==> config.mk <==
export PLATFORM = sky130hd
export DESIGN_NAME = bph_divider
export DESIGN_NICKNAME = d
export VERILOG_FILES = /design/src/rtl/bph_pkg.sv /design/src/rtl/bph_divider.sv
export SDC_FILE = /design/constraint.sdc
export NUM_CORES = 1
export LEC_CHECK = 0
export ABC_CLOCK_PERIOD_IN_PS = 5400
export BUFFER_PORTS_ARGS = -buffer_cell sky130_fd_sc_hd__buf_2
export CORE_ASPECT_RATIO = 0.9
export CORE_MARGIN = 5
export CORE_UTILIZATION = 60
export CTS_BUF_LIST = sky130_fd_sc_hd__clkbuf_4
export DETAILED_ROUTE_END_ITERATION = 7
export PLACE_DENSITY = 0.87
export SETUP_SLACK_MARGIN = 0.3
export SYNTH_ARGS = -nofsm -noshare
export SYNTH_HDL_FRONTEND = slang
export SYNTH_SLANG_ARGS = --single-unit
==> constraint.sdc <==
create_clock -name clk_i -period 5.4 [get_ports clk_i]
set_input_delay 0 -clock clk_i [delete_from_list [all_inputs] [get_ports clk_i]]
set_output_delay 0 -clock clk_i [all_outputs]
set_load 0.02 [all_outputs]
==> src/rtl/bph_pkg.sv <==
// ----------------------------------------------------------------------------
// bph_pkg
// Shared types and constants of the blob projection histogram: payload
// structs, op and selector codes, controller states, divider hand-off.
// ----------------------------------------------------------------------------
`timescale 1ns / 1ps
`default_nettype none

package bph_pkg;

  // Default frame limits, handed to the top level as parameter defaults
  localparam int MaxWidthDef  = 1024;
  localparam int MaxHeightDef = 1024;

  // Depth histogram has one bin per valid depth code
  localparam int DepthBins = 255;
  localparam int DepthAw   = $clog2(DepthBins);

  // Field widths
  localparam int OpW    = 2;
  localparam int LabelW = 16;
  localparam int DepthW = 8;
  localparam int CoordW = 10;
  localparam int SelW   = 2;
  localparam int LineW  = 11;  // column / row bin counters
  localparam int CountW = 21;  // depth bins and pixel total
  localparam int FracBits = 16;
  localparam int FracW  = FracBits + 1;

  localparam logic [DepthW-1:0] NoDepth = 8'd255;
  localparam logic [FracW-1:0]  OneQ16  = 17'h10000;

  typedef enum logic [OpW-1:0] {
    OpClear = 2'd0,
    OpAccum = 2'd1,
    OpRead  = 2'd2
  } bph_op_e;

  typedef enum logic [SelW-1:0] {
    SelColumn = 2'd0,
    SelRow    = 2'd1,
    SelDepth  = 2'd2
  } bph_sel_e;

  typedef enum logic [2:0] {
    StSweep,
    StIdle,
    StAccWb,
    StRdData,
    StDivWait
  } bph_state_e;

  typedef struct packed {
    logic [OpW-1:0]    op;
    logic [LabelW-1:0] pixel_label;
    logic [DepthW-1:0] depth;
    logic [CoordW-1:0] col;
    logic [CoordW-1:0] row;
    logic [SelW-1:0]   hist_select;
    logic [CoordW-1:0] bin_index;
  } bph_in_t;

  typedef struct packed {
    logic [CountW-1:0] bin_count;
    logic [CountW-1:0] pixel_total;
    logic [FracW-1:0]  bin_fraction;
    logic [DepthW-1:0] depth_low;
    logic [DepthW-1:0] depth_high;
    logic              region_empty;
  } bph_out_t;

  // Controller to divider
  typedef struct packed {
    logic              start;
    logic [CountW-1:0] numer;
    logic [CountW-1:0] denom;
  } bph_div_req_t;

  // Divider to controller
  typedef struct packed {
    logic             done;
    logic [FracW-1:0] quot;
  } bph_div_rsp_t;

endpackage

`default_nettype wire

==> src/rtl/bph_divider.sv <==
// ----------------------------------------------------------------------------
// bph_divider
// Restoring divider for the Q1.16 bin fraction: numer * 2^16 / denom,
// one quotient bit per cycle, capped at one, zero for a zero divisor.
// ----------------------------------------------------------------------------
`timescale 1ns / 1ps
`default_nettype none

module bph_divider (
  input  logic                  clk_i,
  input  logic                  rst_ni,
  input  bph_pkg::bph_div_req_t req_i,
  output bph_pkg::bph_div_rsp_t rsp_o
);
  import bph_pkg::*;

  localparam int StepW = $clog2(FracBits);

  logic              busy_q, done_q;
  logic [StepW-1:0]  step_q;
  logic [CountW:0]   rem_q;
  logic [CountW-1:0] denom_q;
  logic [FracW-1:0]  quot_q;

  logic              zero_div, full_div;
  logic [CountW:0]   rem_sh, rem_nx;
  logic              bit_ge;

  // Early outs decided at start
  assign zero_div = (req_i.denom == '0);
  assign full_div = (req_i.numer >= req_i.denom);

  // One restoring step; remainder stays below twice the divisor
  always_comb begin
    rem_sh = {rem_q[CountW-1:0], 1'b0};
    bit_ge = (rem_sh >= {1'b0, denom_q});
    rem_nx = bit_ge ? (rem_sh - {1'b0, denom_q}) : rem_sh;
  end

  // Control
  always_ff @(posedge clk_i or negedge rst_ni) begin
    if (!rst_ni) begin
      busy_q <= 1'b0;
      done_q <= 1'b0;
      step_q <= '0;
    end else if (req_i.start) begin
      busy_q <= !(zero_div || full_div);
      done_q <= zero_div || full_div;
      step_q <= '0;
    end else if (busy_q) begin
      step_q <= step_q + StepW'(1);
      if (step_q == StepW'(FracBits - 1)) begin
        busy_q <= 1'b0;
        done_q <= 1'b1;
      end
    end
  end

  // Datapath
  always_ff @(posedge clk_i) begin
    if (req_i.start) begin
      denom_q <= req_i.denom;
      rem_q   <= {1'b0, req_i.numer};
      if (zero_div) begin
        quot_q <= '0;
      end else if (full_div) begin
        quot_q <= OneQ16;
      end else begin
        quot_q <= '0;
      end
    end else if (busy_q) begin
      rem_q  <= rem_nx;
      quot_q <= {quot_q[FracW-2:0], bit_ge};
    end
  end

  assign rsp_o.done = done_q;
  assign rsp_o.quot = quot_q;

endmodule

`default_nettype wire

==> results of run 1 <==
metal layers:
layer,global-route usage (%),up-vias,share of wire (%)
li1,-,1727,-
met1,33.8,1857,36
met2,48.5,258,50
met3,8.28,72,9.1
met4,16.0,0,5.4
met5,0,-,0
report_power, final:
| group | internal (W) | switching [W] | leakage (nW) |
|---|---|---|---|
| sequential | 0.000677 | 0.0000634 | 0.678 |
| combinational | 0.000407 | 0.000554 | 1.62 |
| clock | 0.000150 | 0.000223 | 0.0795 |
cells in the final DEF (no fill, tap or decap), drive strengths merged, types with 3 or more instances in the layout:
master	count
a2bb2oi	5
edfxtp	59
dlygate4sd3	43
dfrtp	6
nand4	8
xnor2	12
a21oi	36
mux2i	13
o21a	5
nand2	18
inv	52
nor2	29
nand3	14
a21o	14
nand2b	3
nor3	6
xor2	6
and3	4
a31oi	3
nor4	5
o21ai	17
nor2b	20
ha	43
buf	63
clkbuf	9
per-stage QoR:
step                util (%)  area (µm²)  hold WS (ns)  power, W  setup WS, ns
floorplan                  -        4290        -0.296   0.00143          2.79
global placement        66.4        4650        -0.171   0.00159          2.43
detailed placement      66.4        4650        -0.170   0.00162          2.30
CTS                     74.8        5240        0.0862   0.00201          2.25
global route            74.8        5240        0.0798   0.00219          1.93
finish                  74.8        5240        0.0922   0.00207          2.07
flip-flops by register name, summed over array words and instances, names as in the netlist:
signal / cells
step_q: 4
busy_q: 1
quot_q: 17
done_q: 1
denom_q: 21
rem_q: 21
cells in the mapped netlist, types with 2 or more instances:
| cell | instances | area (µm²) |
|---|---|---|
| sky130_fd_sc_hd__inv_1 | 48 | 180 |
| sky130_fd_sc_hd__mux2i_1 | 13 | 130 |
| sky130_fd_sc_hd__xor2_1 | 6 | 52.6 |
| sky130_fd_sc_hd__and3_2 | 2 | 15.0 |
| sky130_fd_sc_hd__nand3_1 | 14 | 70.1 |
| sky130_fd_sc_hd__nor2b_1 | 20 | 125 |
| sky130_fd_sc_hd__ha_1 | 43 | 538 |
| sky130_fd_sc_hd__a21o_1 | 13 | 97.6 |
| sky130_fd_sc_hd__and3_1 | 2 | 12.5 |
| sky130_fd_sc_hd__clkbuf_1 | 10 | 37.5 |
| sky130_fd_sc_hd__nor2_1 | 28 | 105 |
| sky130_fd_sc_hd__a31oi_1 | 2 | 12.5 |
| sky130_fd_sc_hd__buf_6 | 2 | 22.5 |
| sky130_fd_sc_hd__a21oi_1 | 36 | 180 |
| sky130_fd_sc_hd__nand2b_1 | 3 | 18.8 |
| sky130_fd_sc_hd__nand2_1 | 18 | 67.6 |
| sky130_fd_sc_hd__a211oi_1 | 2 | 15.0 |
| sky130_fd_sc_hd__nor3_1 | 6 | 30.0 |
| sky130_fd_sc_hd__o21bai_1 | 2 | 15.0 |
| sky130_fd_sc_hd__nor4b_1 | 2 | 17.5 |
| sky130_fd_sc_hd__edfxtp_1 | 59 | 1770 |
| sky130_fd_sc_hd__a311oi_1 | 2 | 17.5 |
| sky130_fd_sc_hd__or3_1 | 2 | 12.5 |
| sky130_fd_sc_hd__o21ai_0 | 17 | 85.1 |
| sky130_fd_sc_hd__nor4_1 | 5 | 31.3 |
| sky130_fd_sc_hd__a221o_1 | 2 | 20.0 |
| sky130_fd_sc_hd__o32ai_1 | 2 | 17.5 |
| sky130_fd_sc_hd__xnor2_1 | 12 | 105 |
| sky130_fd_sc_hd__a2bb2oi_1 | 5 | 43.8 |
| sky130_fd_sc_hd__dfrtp_1 | 6 | 150 |
| sky130_fd_sc_hd__nand4_1 | 7 | 43.8 |
| sky130_fd_sc_hd__o41ai_1 | 2 | 17.5 |
| sky130_fd_sc_hd__o21a_1 | 5 | 37.5 |
area by class of cell:
cell class	count	share of cell area (%)
Tap cell	93	2.22
Clock inverter	7	1.60
Multi-Input combinational cell	292	40.4
Inverter	48	3.44
Clock buffer	9	1.29
Sequential cell	65	36.7
Timing Repair Buffer	106	14.3
Antenna cell	1	0.0478
how the worst max path moves through the flow:
stage               slack [ns]  depth (start not counted)   endpoint       start
floorplan                 2.79                         10   rem_q[1]  denom_q[0]
global placement          2.43                          9  rem_q[15]    rem_q[8]
detailed placement        2.30                          9  rem_q[18]   rem_q[14]
CTS                       2.25                          9  rem_q[18]    rem_q[1]
global route              1.93                          9  rem_q[18]    rem_q[8]
finish                    2.07                          9   rem_q[6]    rem_q[8]
worst max-delay path: stages (launching register included):
cell and delay, ns:
sky130_fd_sc_hd__edfxtp_1 0.44, sky130_fd_sc_hd__ha_1 0.39, sky130_fd_sc_hd__a21oi_1 0.24, sky130_fd_sc_hd__a2bb2oi_1 0.35, sky130_fd_sc_hd__nand2_1 0.14, sky130_fd_sc_hd__a21oi_1 0.15, sky130_fd_sc_hd__a21oi_1 0.14, sky130_fd_sc_hd__nor2_4 0.68
sky130_fd_sc_hd__mux2i_1 0.38, sky130_fd_sc_hd__a21oi_1 0.12
cell families (layout without fill, tap and decap cells):
logic type | Yosys count | count (layout)
XOR/XNOR | 18 | 18
adder cells (fa/ha/maj) | 44 | 44
buffers and inverters | 61 | 170
other | 0 | 1
flip-flops | 65 | 65
AO/OA/AOI/OAI | 99 | 99
AND/OR/NAND/NOR | 117 | 117
multiplexers | 14 | 14
==> metrics.md, run 1 <==
| Metric | Value |
|---|---|
| Status | `complete, no violations` |
| Clock Root Buffer | `sky130_fd_sc_hd__clkbuf_4` |
| Primary flip-flop cell chosen by synthesis mapping | `sky130_fd_sc_hd__edfxtp_1` |
| Clock transition at the register clock pins on the worst setup and hold paths after CTS | `around 0.13 ns` |
| H-Tree Level Count | `3` |
| Worst hold-check path type | `primary input to register` |
| Initial Util | `about three fifths` |
| Pin count of the biggest net entering global routing | `58` |
| Mean routed wirelength per cell | `about 20 µm` |
| IO Port Bufs | `62` |
| Achievable Freq | `0.301 GHz` |
| WHS Path Cells | `3` |
| Power density relative to cell area | `roughly 400 nW/µm²` |
| Grt total ovfl | `0` |
| P_leak | `~2.4 nW` |
| Count of final max-slew check failures | `0` |
| Area used by sequential logic in the layout | `about 1900 µm²` |
| Initial antenna violation count | `1` |
| Largest family of logic cells by synthesized area | `compound AO/OA/AOI/OAI gates` |
| Final hold violation count | `0` |
| Nets in the synthesized netlist | `507` |
| Vertical die dimension | `approximately 90 µm` |
| Area of the die | `between 8000 and 9000 µm²` |
| Instance count after placement with tap cells included | `between 500 and 600` |
| Number of warning messages in the yosys log | `0` |
| Setup repair after global routing missed its margin | `no` |
| Async set-or-reset flop fraction in the synthesized netlist | `under 10%` |
| TritonCTS Sinks | `between 60 and 70` |
| Least-Margin Pin Slew | `approximately 1.1 ns` |
| Fraction of the mapped netlist area in compound gates | `15.0%` |
| Sequential cell area fraction in the yosys report | `between 40% and 50%` |
| Hold Path Sink | `rem_q[20]` |
| Arrival time at the worst endpoint | `3.47 ns` |
| Number of nets in the layout | `611` |
| Number of global-route vias before repair | `just over 4000` |
| Number of hold buffers added after cts | `43` |
| Reg2reg setup slack | `2.07 ns` |
| GRT Overall Usage | `around 30%` |
| Max transition margin | `24.7%` |
| Clock period minus final worst setup slack | `approximately 3.3 ns` |
| Vias after detailed routing | `around 3900` |
| Post-route clock skew | `0.0157 ns` |
| Die Width | `roughly 99 µm` |
| ANT nets after route | `0` |
| Post-route DRC | `0` |
| Layout cells sized above 1 | `17.1%` |
| Setup Buffers After CTS | `0` |
| CP Launch Type | `register` |
| Cells resized by post-CTS repair | `0` |
| Required time at the endpoint of the critical path | `5.55 ns` |
| Total wire length | `roughly 13 mm` |
| CP Class | `register to register` |
| Fin cells | `about 620` |
| R2R cell count | `9` |
| First drt pass iteration count | `5` |
| Detailed placer's ending HPWL | `around 7.5 mm` |
| Core area | `between 7000 and 8000 µm²` |
| Deepest clock path buffer count | `2` |
| Synthesized flop and latch total | `65` |
| Setup total negative slack | `0 ns` |
| Number of maximum-capacitance constraint violations | `0` |
| Number of cells produced by synthesis | `~420` |
| Reg-to-reg endpoint | `rem_q[6]` |
| Min-Delay Startpoint | `req_i[41]` |
| Routed vias/inst | `approximately 6.3` |
| Clock latency on the worst-skew pair | `~0.45 ns` |
| Area share of xor/xnor cells in the synthesized design | `around 3.7%` |
| Multiplexer fraction of the synthesized cell area | `under 10%` |
| Area growth from synthesis to layout | `22.2%` |
| Synthesized-area fraction occupied by adder cells | `13.0%` |
| Setup Viol. Count Final | `0` |
| Synth Cell Area | `between 4000 and 5000 µm²` |
| Total I/O pin count | `63` |
| Violation count after the first detailed-routing iteration | `424` |
| Crit end category | `register` |
| Crit Path Max Fanout | `27` |
| Final period util | `between 60% and 70%` |
| Simple logic cell fraction of the synthesized area | `about 14%` |
| Number of core rows | `29` |
| FILL cells | `around 380` |
| Wire length of the first global-routing pass | `a little over 20 mm` |
| Footprint of the multi-input gates | `~2100 µm²` |
| Mean instance size in the synthesized netlist | `10.3 µm²` |
| Number of distinct library cells after synthesis | `53` |
| EDFF count, synth | `59` |
| CTS tree | `yes` |
| R2r startpoint | `rem_q[8]` |
| Placer Congestion | `0.855` |
| Maximum ir drop on the vdd rail | `0.000260 V` |
| Number of buffers added by the clock tree synthesis step | `9` |
(Power assumes the default switching activity.)
==> run 2, diff against run 1 <==
ABC_AREA = 1   (was not set)
ABC_CLOCK_PERIOD_IN_PS = 3240   (was 5400)
PLACE_DENSITY = 0.86   (was 0.87)
clock period = 3.24 ns   (was 5.4 ns; I/O delays follow)
==> run 2 against run 1 <==
Non-clock buffer count is 3 higher; utilization is 0.63 points lower; synthesized cell count is 59% higher; area after synthesis is 17% higher; first-iteration DRC count is 19% higher; fmax is 31% higher; combinational power is 82% higher; total power is 74% higher; routed wire length is 21% higher; critical path type unchanged.
==> metrics.md, run 2 <==
| Metric | Value |
|---|---|
| CTS tree | `yes` |
| Most frequent cells in the layout | `sky130_fd_sc_hd__nand2_1, sky130_fd_sc_hd__inv_1, sky130_fd_sc_hd__buf_2` |
| Area of the die | `10300 µm² (+15%)` |
| Required time at the endpoint of the critical path | `3.43 ns (-2.12 ns)` |
| Number of warning messages in the yosys log | `0 (unchanged)` |
| Largest registers | `denom_q (21), rem_q (21), quot_q (17)` |
| Number of maximum-capacitance constraint violations | `0 (unchanged)` |
| Core area | `8110 µm² (+16%)` |
| Instance count after placement with tap cells included | `818 (+46%)` |
| H-Tree Level Count | `3 (unchanged)` |
| Most common library cell in the layout ignoring fill and taps | `sky130_fd_sc_hd__nand2_1` |
| Number of cells produced by synthesis | `665 (+59%)` |
| Final hold violation count | `0 (unchanged)` |
| Mean instance size in the synthesized netlist | `7.56 µm² (-26%)` |
| Post-Place Worst Slack | `0.819 ns (-1.48 ns)` |
| Footprint of the multi-input gates | `2540 µm² (+20%)` |
| Synthesized flop and latch total | `65 (unchanged)` |
| Primary flip-flop cell chosen by synthesis mapping | `sky130_fd_sc_hd__edfxtp_1` |
| Violation count after the first detailed-routing iteration | `505 (+19%)` |
| Routed vias/inst | `5.74 (-8.9%)` |
| Number of buffers added by the clock tree synthesis step | `9 (unchanged)` |
| Clock latency on the worst-skew pair | `0.43 ns (-0.02 ns)` |
| Mean routed wirelength per cell | `17.5 µm (-15%)` |
| Post-layout total power | `0.00360 W (+74%)` |
| EDFF count, synth | `59 (unchanged)` |
| Placer Congestion | `0.992 (+16%)` |
| Most instantiated library cell after synthesis | `sky130_fd_sc_hd__nand2_1` |
| Area used by sequential logic in the layout | `1920 µm² (unchanged)` |
| Fin cells | `878 (+41%)` |
| Vertical die dimension | `96.8 µm (+7.4%)` |
| Initial antenna violation count | `0 (-1)` |
| Worst hold-check path type | `primary input to register` |
| Total wire length | `15.3 mm (+21%)` |
| Least-Margin Pin Slew | `0.770 ns (-0.358 ns)` |
| Crit Path Max Fanout | `21 (-22%)` |
| Initial Util | `62.0% (+0.80 points)` |
| CP Class | `register to register` |
| Top cells by count, synth | `sky130_fd_sc_hd__nand2_1, sky130_fd_sc_hd__inv_1, sky130_fd_sc_hd__edfxtp_1` |
| Layout cells sized above 1 | `15.6% (-1.5 points)` |
| Vias after detailed routing | `5041 (+29%)` |
| Grt total ovfl | `0 (unchanged)` |
| FILL cells | `536 (+40%)` |
| Status | `complete, no violations` |
| Pin count of the biggest net entering global routing | `60 (+3.4%)` |
| Total I/O pin count | `63 (unchanged)` |
| Clock transition at the register clock pins on the worst setup and hold paths after CTS | `0.12 ns (about the same)` |
| Detailed placer's ending HPWL | `10.2 mm (+35%)` |
| Crit end category | `register` |
| Clock period minus final worst setup slack | `2.53 ns (-0.794 ns)` |
| TritonCTS Sinks | `65 (unchanged)` |
| Setup total negative slack | `0 ns (unchanged)` |
| Max transition margin | `48.5% (+24 points)` |
| Fraction of the core area covered by cells at the end of the flow | `74.2% (-0.63 points)` |
| CP Launch Type | `register` |
| Achievable Freq | `0.395 GHz (+31%)` |
| Smallest setup slack after layout | `0.708 ns (-1.37 ns)` |
| Area growth from synthesis to layout | `19.6%` |
| P_leak | `3.16 nW (+33%)` |
| Power density relative to cell area | `600 nW/µm² (+51%)` |
| Synth Cell Area | `5030 µm² (+17%)` |
| Setup Viol. Count Final | `0 (unchanged)` |
| Nets in the synthesized netlist | `754 (+49%)` |
| Arrival time at the worst endpoint | `2.72 ns (-0.75 ns)` |
| Cells resized by post-CTS repair | `0 (unchanged)` |
| Area share of the largest cell type after synthesis | `35.2% (-6.1 points)` |
| ANT nets after route | `0 (unchanged)` |
| Deepest clock path buffer count | `2 (unchanged)` |
| Clock Root Buffer | `sky130_fd_sc_hd__clkbuf_4` |
| First drt pass iteration count | `5 (unchanged)` |
| Final period util | `78.2% (+17 points)` |
| Top post-synthesis cells by area | `sky130_fd_sc_hd__edfxtp_1, sky130_fd_sc_hd__nand2_1, sky130_fd_sc_hd__ha_1` |
| Number of distinct library cells after synthesis | `36 (-32%)` |
| Post-route clock skew | `0.0149 ns (-0.000746 ns)` |
| Count of final max-slew check failures | `0 (unchanged)` |
| Setup repair after global routing missed its margin | `no` |
| Number of core rows | `31 (+6.9%)` |
| GRT Overall Usage | `30.5% (+1.3 points)` |
| Async set-or-reset flop fraction in the synthesized netlist | `9.23% (unchanged)` |
| IO Port Bufs | `62 (unchanged)` |
| Die Width | `106 µm (+7.5%)` |
| Maximum ir drop on the vdd rail | `0.000395 V (+52%)` |
| Yosys top cell by area | `sky130_fd_sc_hd__edfxtp_1` |
| Number of nets in the layout | `862 (+41%)` |
| Sequential cell area fraction in the yosys report | `38.2% (-6.6 points)` |
| Post-route DRC | `0 (unchanged)` |
| Wire length of the first global-routing pass | `25.0 mm (+22%)` |
| Number of global-route vias before repair | `5132 (+27%)` |
==> run 2: changes by cell type in the layout (fill, tap and decap cells not counted), moves of 10 or more <==
cell                       change
sky130_fd_sc_hd__a21oi_1      -15
sky130_fd_sc_hd__nand2_1     +181
sky130_fd_sc_hd__o21ai_0      -10
sky130_fd_sc_hd__nand2_2      +13
sky130_fd_sc_hd__inv_1        +78
sky130_fd_sc_hd__nand3b_1     +16
sky130_fd_sc_hd__nor2b_1      -20
sky130_fd_sc_hd__a21o_1       -13
sky130_fd_sc_hd__nand3_1      +31
sky130_fd_sc_hd__nor2_1       +25
sky130_fd_sc_hd__mux2i_1      -13
sky130_fd_sc_hd__nand3_2      +11
==> run 2: worst paths after layout <==
kind	slack (ns)	start	cells past startpoint	endpoint
worst max-delay path	0.71	rem_q[10]	13	rem_q[17]
worst min-delay path	0.04	req_i[21]	3	rem_q[0]
worst max register to register	0.71	rem_q[10]	13	rem_q[17]
worst min register to register	0.56	done_q	2	done_q
max in group asynchronous	2.51	rst_ni	3	done_q
min in group asynchronous	0.49	rst_ni	3	busy_q
==> run 2: layout make-up <==
cell class / count / share of cell area, %
timing repair buffer: 109 / 12.8
antenna: 1 / 0.0416
clock inverter: 7 / 1.71
sequential: 65 / 32.0
inverter: 129 / 8.05
multi-input combinational: 459 / 42.2
clock buffer: 9 / 1.12
tap: 99 / 2.06
==> run 2: worst max-delay path, stage by stage (launching register included) <==
cell                       delay [ns]
sky130_fd_sc_hd__edfxtp_1        0.42
sky130_fd_sc_hd__ha_1            0.39
sky130_fd_sc_hd__nand2_2         0.15
sky130_fd_sc_hd__inv_2           0.05
sky130_fd_sc_hd__nand2_2         0.08
sky130_fd_sc_hd__inv_1           0.05
sky130_fd_sc_hd__a21oi_2         0.15
sky130_fd_sc_hd__nand2_2         0.09
sky130_fd_sc_hd__nand2_4         0.22
sky130_fd_sc_hd__nand2_4         0.25
sky130_fd_sc_hd__nand2_1         0.21
sky130_fd_sc_hd__nand2_1         0.07
sky130_fd_sc_hd__nand2_1         0.07
sky130_fd_sc_hd__nand2_1         0.06
==> run 2: metrics by stage <==
step / cell area, µm² / hold WS (ns)
after CTS: 6010 / 0.0316
after global placement: 5410 / -0.174
after global routing: 6010 / 0.0930
after floorplan: 5030 / -0.296
final: 6010 / 0.0404
after detailed placement: 5410 / -0.174
==> run 2: timing repair <==
item / 4_1_cts / 5_1_grt
endpoints found under the hold margin: 47 / 0
setup buffers: 0 / 0
setup endpoints to repair: 0 / 0
hold buffers: 43 / 0
==> run 2: cell families after synthesis <==
kind of cell	after synthesis	share of synthesized area, %
xor+xnor	8	1.39
fa+ha+maj	44	11.1
buf+inv	141	11.3
simple gates	372	34.3
flops	65	38.2
compound gates	35	3.73
==> run 2: layer usage <==
metal  global-route usage, %  wire length [µm]  vias up
met5                       0                 0        -
met4                    13.6               816        0
met3                    6.86              1260      105
met2                    51.0              7410      306
met1                    37.5              5840     2287
li1                        -                 -     2343
==> run 2: power by group <==
part           switching (W)  internal (W)
clock network       0.000347      0.000320
registers          0.0000874       0.00110
logic                0.00113      0.000626
total                0.00156       0.00205
